`config.mk`:
```
export PLATFORM = sky130hd
export DESIGN_NAME = scalar_kalman_angle_tracker_top
export DESIGN_NICKNAME = d
export VERILOG_FILES = /design/src/rtl/core/skat_pkg.sv /design/src/rtl/core/skat_div.sv /design/src/rtl/core/scalar_kalman_angle_tracker_top.sv
export SDC_FILE = /design/constraint.sdc
export NUM_CORES = 2
export LEC_CHECK = 0
export ABC_AREA = 1
export BUFFER_PORTS_ARGS = -buffer_cell sky130_fd_sc_hd__buf_2
export CORE_MARGIN = 5
export CORE_UTILIZATION = 35
export DETAILED_ROUTE_END_ITERATION = 8
export PLACE_DENSITY_LB_ADDON = 0.3
export SLEW_MARGIN = 30
export SYNTH_ARGS = -nofsm -noshare
export SYNTH_HDL_FRONTEND = slang
export SYNTH_SLANG_ARGS = --single-unit
```
`constraint.sdc`:
```
create_clock -name clk -period 8.7 [get_ports clk]
set_input_delay 1.305 -clock clk [delete_from_list [all_inputs] [get_ports clk]]
set_output_delay 1.305 -clock clk [all_outputs]
set_load 0.05 [all_outputs]
```
`src/rtl/core/skat_pkg.sv`:
```
`timescale 1ns / 1ps
// skat_pkg: shared constants, item types and divider control types
// for the scalar angle tracker; no dependencies
package skat_pkg;

	localparam int TICKS_PER_SECOND = 1000;
	localparam int TICK_W = $clog2(TICKS_PER_SECOND + 1);

	// gain divider sizing
	localparam int GAIN_STEPS = 17;
	localparam int DEN_W = 17;
	localparam int NUM_W = GAIN_STEPS;
	localparam int STEP_W = $clog2(GAIN_STEPS + 1);

	// rate-times-time divide by the tick rate, one 16-bit digit at a time
	localparam int RATE_W = 48;
	localparam int CHUNK_W = 16;
	localparam int RATE_CHUNKS = RATE_W / CHUNK_W;
	localparam int CHUNK_CNT_W = $clog2(RATE_CHUNKS);
	localparam logic [CHUNK_CNT_W-1:0] CHUNK_LAST = CHUNK_CNT_W'(RATE_CHUNKS - 1);
	localparam int REM_T_W = TICK_W + CHUNK_W;
	localparam int RECIP_SHIFT = 2 * TICK_W + CHUNK_W;
	localparam int RECIP_W = TICK_W + 17;
	localparam longint RECIP_FULL = ((longint'(1) <<< RECIP_SHIFT)
		+ longint'(TICKS_PER_SECOND) - longint'(1)) / longint'(TICKS_PER_SECOND);
	localparam logic [RECIP_W-1:0] RECIP_M = RECIP_W'(RECIP_FULL);
	localparam logic [RATE_W-1:0] RATE_HALF = RATE_W'(TICKS_PER_SECOND / 2);

	// configuration registers
	localparam int CFG_W = 16;
	localparam int CFG_IDX_W = 1;
	localparam logic [CFG_IDX_W-1:0] REG_PROCESS_NOISE = 1'b0;
	localparam logic [CFG_IDX_W-1:0] REG_MEASUREMENT_NOISE = 1'b1;
	localparam logic [CFG_W-1:0] PROCESS_NOISE_RESET = 16'd164;
	localparam logic [CFG_W-1:0] MEASUREMENT_NOISE_RESET = 16'd5898;

	// mode codes
	localparam logic [2:0] MODE_ZERO_A = 3'd1;
	localparam logic [2:0] MODE_ZERO_B = 3'd2;
	localparam logic [2:0] MODE_MEASURED = 3'd3;
	localparam logic [2:0] MODE_COMMANDED = 3'd4;

	typedef struct packed {
		logic signed [31:0] angle_meas;
		logic signed [31:0] rate_measured;
		logic signed [31:0] rate_commanded;
		logic [2:0] mode;
		logic [15:0] elapsed_ms;
	} meas_item_t;

	typedef struct packed {
		logic signed [31:0] estimate;
		logic [15:0] gain;
		logic [15:0] variance;
	} est_item_t;

	typedef struct packed {
		logic start;
		logic [STEP_W-1:0] steps;
	} div_cmd_t;

	typedef struct packed {
		logic busy;
		logic last;
	} div_stat_t;

endpackage

```
`src/rtl/core/skat_div.sv`:
```
`timescale 1ns / 1ps
// skat_div: restoring bit-serial divider, one quotient bit per cycle
// depends on skat_pkg
module skat_div import skat_pkg::*; (
	input logic clk,
	input logic arst_n,
	input div_cmd_t cmd,
	input logic [DEN_W-1:0] rem_init,
	input logic [NUM_W-1:0] num_init,
	input logic [DEN_W-1:0] divisor,
	output div_stat_t stat,
	output logic [NUM_W-1:0] quot
);

	logic [STEP_W-1:0] cnt_q;
	logic [DEN_W-1:0] rem_q;
	logic [DEN_W-1:0] den_q;
	logic [NUM_W-1:0] n_q;
	logic [DEN_W:0] trial;
	logic [DEN_W:0] trial_sub;
	logic fits;

	assign trial = {rem_q, n_q[NUM_W-1]};
	assign trial_sub = trial - {1'b0, den_q};
	assign fits = trial >= {1'b0, den_q};

	always_ff @(posedge clk or negedge arst_n) begin
		if (!arst_n) begin
			cnt_q <= '0;
		end else if (cmd.start) begin
			cnt_q <= cmd.steps;
		end else if (cnt_q != '0) begin
			cnt_q <= cnt_q - STEP_W'(1);
		end
	end

	always_ff @(posedge clk) begin
		if (cmd.start) begin
			rem_q <= rem_init;
			n_q <= num_init;
			den_q <= divisor;
		end else if (cnt_q != '0) begin
			rem_q <= fits ? trial_sub[DEN_W-1:0] : trial[DEN_W-1:0];
			n_q <= {n_q[NUM_W-2:0], fits};
		end
	end

	assign stat.busy = cnt_q != '0;
	assign stat.last = cnt_q == STEP_W'(1);
	assign quot = n_q;

endmodule

```
`src/rtl/core/scalar_kalman_angle_tracker_top.sv`:
```
`timescale 1ns / 1ps
// scalar_kalman_angle_tracker_top: one-dimensional kalman filter on an angle
// depends on skat_pkg and skat_div
//
// Usage: measurement items enter on meas_valid/meas_stall/meas_item, one
// filtered result per item leaves on est_valid/est_stall/est_item. An item
// is taken on a rising edge with valid high and stall low.
// The first item after reset only seeds the estimate: its result carries
// gain and variance zero, and the sequencer goes through S_FINISH straight
// back to idle.
// For every later item the rate-times-time product is divided by the tick
// rate in three 16-bit digits on the shared multiplier (reciprocal
// multiply, then remainder), the serial divider works out the gain, and
// eight sequencer steps handle the products, prediction, correction and
// output.
// meas_stall is high while an item is in work. A finished result sits in
// the output register; a new item is taken while it waits, and a further
// result is held back until est_stall drops.
// cfg_we writes process noise (index 0) or measurement noise (index 1);
// the user must write only while idle; the block does not enforce it. Reset
// clears the filter state, restores default noise values and drops est_valid.
module scalar_kalman_angle_tracker_top import skat_pkg::*; (
	input logic clk,
	input logic arst_n,
	input logic meas_valid,
	output logic meas_stall,
	input meas_item_t meas_item,
	output logic est_valid,
	input logic est_stall,
	output est_item_t est_item,
	input logic cfg_we,
	input logic [CFG_IDX_W-1:0] cfg_index,
	input logic [CFG_W-1:0] cfg_data
);

	typedef enum logic [11:0] {
		S_IDLE      = 12'b000000000001,
		S_MUL_RATE  = 12'b000000000010,
		S_LOAD_RATE = 12'b000000000100,
		S_RECIP_MUL = 12'b000000001000,
		S_RECIP_SUB = 12'b000000010000,
		S_PRED      = 12'b000000100000,
		S_DIV_GAIN  = 12'b000001000000,
		S_GAIN      = 12'b000010000000,
		S_MUL_VAR   = 12'b000100000000,
		S_MUL_CORR  = 12'b001000000000,
		S_CORR      = 12'b010000000000,
		S_FINISH    = 12'b100000000000
	} state_t;

	state_t state_q;
	logic started_q;
	logic primed_q;
	logic signed [31:0] est_q;
	logic [15:0] var_q;
	logic signed [31:0] rate_q;
	logic signed [31:0] pend_q;
	logic [CFG_W-1:0] q_noise_q;
	logic [CFG_W-1:0] r_noise_q;
	logic est_valid_q;
	est_item_t est_item_q;

	logic signed [31:0] meas_q;
	logic [15:0] elapsed_q;
	logic neg_q;
	logic [15:0] p_q;
	logic den_zero_q;
	logic [15:0] k_q;
	logic signed [32:0] diff_q;
	logic signed [51:0] prod_q;
	logic [RATE_W-1:0] rnum_q;
	logic [RATE_W-1:0] rquo_q;
	logic [TICK_W-1:0] rrem_q;
	logic [CHUNK_CNT_W-1:0] chunk_q;

	logic meas_take;
	logic out_free;

	logic signed [33:0] mul_a;
	logic signed [RECIP_W:0] mul_b;
	logic signed [RECIP_W+34:0] mul_p;
	logic [16:0] inv_k;

	logic [51:0] rate_mag;
	logic [RATE_W-1:0] rate_num;
	logic [REM_T_W-1:0] rchunk_t;
	logic [CHUNK_W-1:0] rdig;
	logic [REM_T_W-1:0] rdig_back;
	logic [REM_T_W-1:0] rrem_next;
	logic [16:0] p_sum;
	logic [15:0] p_new;
	logic [16:0] den_new;

	div_cmd_t div_cmd;
	div_stat_t div_stat;
	logic [DEN_W-1:0] div_rem;
	logic [NUM_W-1:0] div_num;
	logic [DEN_W-1:0] div_den;
	logic [NUM_W-1:0] div_quot;

	logic signed [52:0] delta;
	logic signed [52:0] est_pred;
	logic [51:0] corr_mag;
	logic [51:0] corr_rnd;
	logic signed [52:0] corr;
	logic signed [52:0] est_corr;
	logic [15:0] k_new;

	function automatic logic signed [31:0] sat32(input logic signed [52:0] v);
		if (v > 53'sd2147483647) begin
			sat32 = 32'sh7FFFFFFF;
		end else if (v < -53'sd2147483648) begin
			sat32 = 32'sh80000000;
		end else begin
			sat32 = v[31:0];
		end
	endfunction

	assign meas_take = meas_valid && !meas_stall;
	assign meas_stall = state_q != S_IDLE;
	assign out_free = !est_valid_q || !est_stall;

	// shared multiplier
	assign inv_k = 17'h10000 - {1'b0, k_q};
	assign rchunk_t = {rrem_q, rnum_q[RATE_W-1 -: CHUNK_W]};

	always_comb begin
		unique case (state_q)
			S_MUL_RATE: begin
				mul_a = {{2{rate_q[31]}}, rate_q};
				mul_b = {{(RECIP_W-15){1'b0}}, elapsed_q};
			end
			S_RECIP_MUL: begin
				mul_a = {{(34-REM_T_W){1'b0}}, rchunk_t};
				mul_b = {1'b0, RECIP_M};
			end
			S_MUL_VAR: begin
				mul_a = {18'd0, p_q};
				mul_b = {{(RECIP_W-16){1'b0}}, inv_k};
			end
			S_MUL_CORR: begin
				mul_a = {diff_q[32], diff_q};
				mul_b = {{(RECIP_W-15){1'b0}}, k_q};
			end
			default: begin
				mul_a = '0;
				mul_b = '0;
			end
		endcase
	end

	assign mul_p = mul_a * mul_b;

	// rate divide by the tick rate, one digit per multiply and subtract
	assign rate_mag = prod_q[51] ? 52'(-prod_q) : 52'(prod_q);
	assign rate_num = rate_mag[RATE_W-1:0] + RATE_HALF;
	assign rdig = prod_q[RECIP_SHIFT +: CHUNK_W];
	assign rdig_back = REM_T_W'(rdig) * REM_T_W'(TICKS_PER_SECOND);
	assign rrem_next = rchunk_t - rdig_back;

	// gain divider operands
	assign p_sum = {1'b0, var_q} + {1'b0, q_noise_q};
	assign p_new = p_sum[16] ? 16'hFFFF : p_sum[15:0];
	assign den_new = {1'b0, p_new} + {1'b0, r_noise_q};

	always_comb begin
		div_cmd.start = state_q == S_PRED;
		div_cmd.steps = STEP_W'(GAIN_STEPS);
		div_rem = DEN_W'(p_new[15:1]);
		div_num = {p_new[0], {(NUM_W-1){1'b0}}};
		div_den = DEN_W'(den_new);
	end

	skat_div u_div (
		.clk(clk),
		.arst_n(arst_n),
		.cmd(div_cmd),
		.rem_init(div_rem),
		.num_init(div_num),
		.divisor(div_den),
		.stat(div_stat),
		.quot(div_quot)
	);

	// prediction and correction arithmetic
	assign delta = neg_q ? -$signed({5'd0, rquo_q}) : $signed({5'd0, rquo_q});
	assign est_pred = {{21{est_q[31]}}, est_q} + delta;

	assign corr_mag = prod_q[51] ? 52'(-prod_q) : 52'(prod_q);
	assign corr_rnd = corr_mag + 52'd32768;
	assign corr = prod_q[51] ? -$signed({17'd0, corr_rnd[51:16]})
		: $signed({17'd0, corr_rnd[51:16]});
	assign est_corr = {{21{est_q[31]}}, est_q} + corr;

	assign k_new = den_zero_q ? 16'd0 : (div_quot[16] ? 16'hFFFF : div_quot[15:0]);

	// sequencer and filter state
	always_ff @(posedge clk or negedge arst_n) begin
		if (!arst_n) begin
			state_q <= S_IDLE;
			started_q <= 1'b0;
			primed_q <= 1'b0;
			est_q <= '0;
			var_q <= '0;
			rate_q <= '0;
			pend_q <= '0;
			q_noise_q <= PROCESS_NOISE_RESET;
			r_noise_q <= MEASUREMENT_NOISE_RESET;
			est_valid_q <= 1'b0;
		end else begin
			if (cfg_we) begin
				if (cfg_index == REG_PROCESS_NOISE) begin
					q_noise_q <= cfg_data;
				end else if (cfg_index == REG_MEASUREMENT_NOISE) begin
					r_noise_q <= cfg_data;
				end
			end
			if (state_q == S_FINISH && out_free) begin
				est_valid_q <= 1'b1;
			end else if (est_valid_q && !est_stall) begin
				est_valid_q <= 1'b0;
			end
			unique case (state_q)
				S_IDLE: begin
					if (meas_take) begin
						if (!started_q) begin
							started_q <= 1'b1;
							est_q <= meas_item.angle_meas;
							var_q <= '0;
							rate_q <= '0;
							primed_q <= meas_item.mode == MODE_COMMANDED;
							if (meas_item.mode == MODE_COMMANDED) begin
								pend_q <= meas_item.rate_commanded;
							end
							state_q <= S_FINISH;
						end else begin
							if (meas_item.mode == MODE_ZERO_A || meas_item.mode == MODE_ZERO_B) begin
								rate_q <= '0;
								primed_q <= 1'b0;
							end else if (meas_item.mode == MODE_MEASURED) begin
								rate_q <= meas_item.rate_measured;
								primed_q <= 1'b0;
							end else if (meas_item.mode == MODE_COMMANDED) begin
								if (primed_q) begin
									rate_q <= pend_q;
								end
								pend_q <= meas_item.rate_commanded;
								primed_q <= 1'b1;
							end
							state_q <= S_MUL_RATE;
						end
					end
				end
				S_MUL_RATE: begin
					state_q <= S_LOAD_RATE;
				end
				S_LOAD_RATE: begin
					state_q <= S_RECIP_MUL;
				end
				S_RECIP_MUL: begin
					state_q <= S_RECIP_SUB;
				end
				S_RECIP_SUB: begin
					if (chunk_q == CHUNK_LAST) begin
						state_q <= S_PRED;
					end else begin
						state_q <= S_RECIP_MUL;
					end
				end
				S_PRED: begin
					est_q <= sat32(est_pred);
					state_q <= S_DIV_GAIN;
				end
				S_DIV_GAIN: begin
					if (div_stat.last) begin
						state_q <= S_GAIN;
					end
				end
				S_GAIN: begin
					state_q <= S_MUL_VAR;
				end
				S_MUL_VAR: begin
					state_q <= S_MUL_CORR;
				end
				S_MUL_CORR: begin
					var_q <= prod_q[31:16];
					state_q <= S_CORR;
				end
				S_CORR: begin
					est_q <= sat32(est_corr);
					state_q <= S_FINISH;
				end
				S_FINISH: begin
					if (out_free) begin
						state_q <= S_IDLE;
					end
				end
				default: begin
					state_q <= S_IDLE;
				end
			endcase
		end
	end

	// working registers
	always_ff @(posedge clk) begin
		if (meas_take) begin
			meas_q <= meas_item.angle_meas;
			elapsed_q <= meas_item.elapsed_ms;
			if (!started_q) begin
				k_q <= '0;
			end
		end
		if (state_q == S_MUL_RATE || state_q == S_RECIP_MUL || state_q == S_MUL_VAR
			|| state_q == S_MUL_CORR) begin
			prod_q <= mul_p[51:0];
		end
		if (state_q == S_LOAD_RATE) begin
			neg_q <= prod_q[51];
			rnum_q <= rate_num;
			rrem_q <= '0;
			chunk_q <= '0;
		end
		if (state_q == S_RECIP_SUB) begin
			rquo_q <= {rquo_q[RATE_W-CHUNK_W-1:0], rdig};
			rnum_q <= {rnum_q[RATE_W-CHUNK_W-1:0], {CHUNK_W{1'b0}}};
			rrem_q <= rrem_next[TICK_W-1:0];
			chunk_q <= chunk_q + CHUNK_CNT_W'(1);
		end
		if (state_q == S_PRED) begin
			p_q <= p_new;
			den_zero_q <= den_new == 17'd0;
		end
		if (state_q == S_GAIN) begin
			k_q <= k_new;
			diff_q <= {meas_q[31], meas_q} - {est_q[31], est_q};
		end
		if (state_q == S_FINISH && out_free) begin
			est_item_q.estimate <= est_q;
			est_item_q.gain <= k_q;
			est_item_q.variance <= var_q;
		end
	end

	assign est_valid = est_valid_q;
	assign est_item = est_item_q;

	// checks
	a_state_onehot: assert property (@(posedge clk) disable iff (!arst_n)
		$onehot(state_q))
		else $error("sequencer state not one-hot");

	a_div_last_in_div: assert property (@(posedge clk) disable iff (!arst_n)
		div_stat.last |-> state_q == S_DIV_GAIN)
		else $error("divider finishing outside a divide step");

	a_take_leaves_idle: assert property (@(posedge clk) disable iff (!arst_n)
		meas_take |=> state_q != S_IDLE)
		else $error("item taken but sequencer stayed idle");

	a_var_bounded: assert property (@(posedge clk) disable iff (!arst_n)
		state_q == S_CORR |-> var_q <= p_q)
		else $error("updated variance above predicted variance");

endmodule
```
==> out/results.md <==
### Logic synthesis
* **fraction of the yosys area taken by sequential cells** 24.9%
* **average cell area after synthesis** 8.04 um2
* **netlist area before placement** 62200 um2
* **number of distinct standard cells referenced by the synthesized netlist** 65
* **number of standard cells after synthesis** 7733
* **share of the synthesized area in the top cell type** 20.3%
* **number of warning messages in the yosys log** 0
* **proportion of synthesized flip-flops having asynchronous set or reset** 29.6%
* **top area cells in the synthesized netlist** sky130_fd_sc_hd__fa_1, sky130_fd_sc_hd__edfxtp_1, sky130_fd_sc_hd__nand2_1, sky130_fd_sc_hd__ha_1, sky130_fd_sc_hd__inv_1
* **number of enable flip-flop cells after synthesis** 356
* **library cell occupying the most area in the post-synthesis netlist** sky130_fd_sc_hd__fa_1
* **main flop type after synthesis** sky130_fd_sc_hd__edfxtp_1
* **register bit count reported by yosys** 554

### Critical path
* **Slowest Stage Delay on Critical Path** 0.58 ns
* **crit path kind** flop to flop
* **Worst EP arrival** 8.77 ns
* **slowest cell on the critical path** sky130_fd_sc_hd__fa_1
* **Worst Path Required** 9.07 ns
* **highest fanout seen on the critical path** 7
* **nature of the critical path startpoint** flop
* **type of element capturing the critical path** flop

### Floorplan
* **number of cell rows** 154
* **area of the die** 186000 um2
* **Chip Height** 431 um
* **effective utilization at floorplan** 35.2%
* **die width** 431 um
* **number of top-level pins** 203
* **placeable core region** 176000 um2

### Timing
* **worst setup slack after layout** 0.304 ns
* **Max Clock Freq** 119 MHz
* **worst slew margin relative to its limit** 39.4%
* **Worst Skew** 0.0656 ns
* **Hold Fails Final Rpt** 0
* **shortest period the worst path allows** 8.40 ns
* **share of the cycle needed by the critical path after routing** 96.5%
* **final setup vio count** 0
* **measured slew at the worst slew-check pin** 0.908 ns
* **max-slew violation count** 0
* **setup repair after global routing missed its margin** yes

### Drt
* **met1 wire length** 101 mm
* **first-pass detailed-route iteration total** 7
* **routed length on met3** 15.5 mm
* **met2 wire length** 101 mm
* **highest metal used** met4
* **wire length per cell after detailed routing** 21.2 um
* **sum of routed wire length over all layers** 225 mm
* **number of routed nets with antenna violations** 0
* **vias per cell** 5.06
* **vias** 53800
* **total DRC errors in the routed layout** 0
* **number of violations reported at the end of detailed-routing iteration 0** 4981

### Pwr
* **P_sw** 5980 uW
* **leakage power of the design** 0.0353 uW
* **total power divided by cell area** 187 nW/um2
* **relative contribution of the clock network to total power** 21.7%
* **Comb power frac** 50.7%
* **cell internal pwr** 7420 uW
* **sequential cell fraction of total power** 27.6%
* **worst vdd ir** 0.000154 V
* **switching part of the total** 44.6%

### Clock tree
* **number of CTS-inserted buffers** 66
* **clock buffer depth** 3
* **cell at the root of the clock tree** sky130_fd_sc_hd__clkbuf_16
* **hold-fix buffer count after cts** 0
* **CTS tree** built
* **H-tree levels** 3
* **clk sinks** 554
* **clock latency on the worst-skew pair** 0.68 ns
* **clock slew seen by the registers of the worst setup and hold paths** 0.06 ns

### Run
* **Max Cap Violations** 0

### Layout
* **ratio of cells with drive above 1 in the final layout** 13.2%
* **area delta synth->final** 15.1%
* **area of the multi-input gates** 40700 um2
* **final cell area excluding filler cells** 71600 um2
* **Layout Nets** 9462
* **most frequent cells in the layout** sky130_fd_sc_hd__nand2_1, sky130_fd_sc_hd__inv_1, sky130_fd_sc_hd__nor2_1
* **count of fill cells added during filler insertion** 18100
* **most common cell after layout, fill and taps aside** sky130_fd_sc_hd__nand2_1
* **sequential cell area** 15500 um2
* **count of inserted antenna diode cells** 0

### Global routing
* **number of global-route vias before repair** 53800
* **largest net degree at the start of global routing** 70
* **wire length of the first global-routing pass** 338 mm
* **number of antenna violations at the first check in global routing** 11
* **remaining global-route overflow** 0
* **all-layer global routing usage** 23.9%

### Place
* **final weighted congestion of routability-driven global placement** 0.960
* **Placed Area** 68600 um2
* **Placement Setup Slack** -0.197 ns
* **Port-buffer cells** 202
* **total half-perimeter wirelength after legalization and detailed placement** 190 mm

### Outcome
* **run status** finished clean

### Hold path
* **Hold WC Path Type** flop to flop

==> sequential cells by signal, indices dropped and copies added, names as in the netlist, 16 cells and up <==
register / count
diff_q: 33
elapsed_q: 16
est_item: 64
est_q: 32
k_q: 16
meas_q: 32
p_q: 16
pend_q: 32
prod_q: 52
q_noise_q: 16
r_noise_q: 16
rate_q: 32
rnum_q: 48
rquo_q: 48
u_div.den_q: 17
u_div.quot: 17
u_div.rem_q: 17
var_q: 16
==> layout make-up <==
type	instances	share of cell area (%)
Clock inverter	43	0.738
Tap cell	2340	4.09
Clock buffer	79	2.42
Inverter	1530	8.04
Multi-Input combinational cell	5478	56.9
Timing Repair Buffer	609	6.22
Sequential cell	554	21.6
==> power groups by stage <==
stage	Sequential [uW]	Clock [uW]	Combinational (uW)
finish	3700	2900	6800
detailed placement	3740	0	6630
global route	3740	3060	7530
floorplan	3570	0	4530
CTS	3690	2950	6670
global placement	3730	0	6590
==> cells in the mapped netlist (all sizes together) (75+ instances only) <==
cell type  count
o21ai        376
fa           630
edfxtp       356
a21oi        419
nand3        224
inv         1521
xor2         195
nor2         761
clkbuf       162
nand2       1685
xnor2        134
a31oi         75
dfrtp        154
ha           456
==> what timing repair did <==
action / 4_1_cts / 5_1_grt
pin swaps: 4 / 46
setup endpoints to repair: 10 / 26
cloned: 0 / 3
gates resized for setup: 10 / 143
buffers inserted: 2 / 13
==> worst max-delay path: cells and delay by family, from the launching register on <==
family / cells / cell delay, ns
and+or+nand+nor: 11 / 1.08
buffers and inverters: 14 / 1.71
AOI/OAI and AO/OA: 5 / 0.71
DFF: 1 / 0.53
xor gates and xnor gates: 1 / 0.19
adders and majority gates: 8 / 3.84
==> through the flow <==
step	total power (uW)	setup TNS, ns	cells	hold WS [ns]	util (%)
final	13400	0	10600	0.463	40.6
after CTS	13300	0	10600	0.467	40.2
after global placement	10300	-0.534	10500	0.454	38.9
after global routing	14300	-0.181	10600	0.494	40.6
after floorplan	8100	0	7760	0.441	-
after detailed placement	10400	-0.669	10500	0.463	38.9
==> metal layers <==
layer / track usage (%) / up-vias
met5: 0 / -
met4: 7.13 / 0
met3: 3.57 / 267
met2: 38.2 / 1777
met1: 33.6 / 26300
li1: - / 25400
==> cell families (layout without fill, tap and decap cells) <==
logic type | Yosys count | count (layout) | synth area share (%)
xor+xnor | 329 | 329 | 4.63
compound gates | 1102 | 1102 | 10.2
other cells | 1 | 28 | 0.00603
buf+inv | 1728 | 2261 | 10.6
mux | 32 | 32 | 0.580
flops | 554 | 554 | 24.9
simple gates | 2901 | 2901 | 19.6
fa+ha+maj | 1086 | 1086 | 29.5
==> worst paths after layout <==
check                                    from            end  slack [ns]  depth (start not counted)
worst min-delay path            u_div.quot[4]  u_div.quot[5]        0.46                          2
worst max register to register     state_q[0]     prod_q[45]        0.30                         39
worst min register to register  u_div.quot[4]  u_div.quot[5]        0.46                          2
max in group asynchronous              arst_n      est_q[31]        6.13                          3
worst max-delay path               state_q[0]     prod_q[45]        0.30                         39
min in group asynchronous              arst_n     pend_q[11]        0.67                          1
No activity file was read; power rests on OpenSTA's default activity.
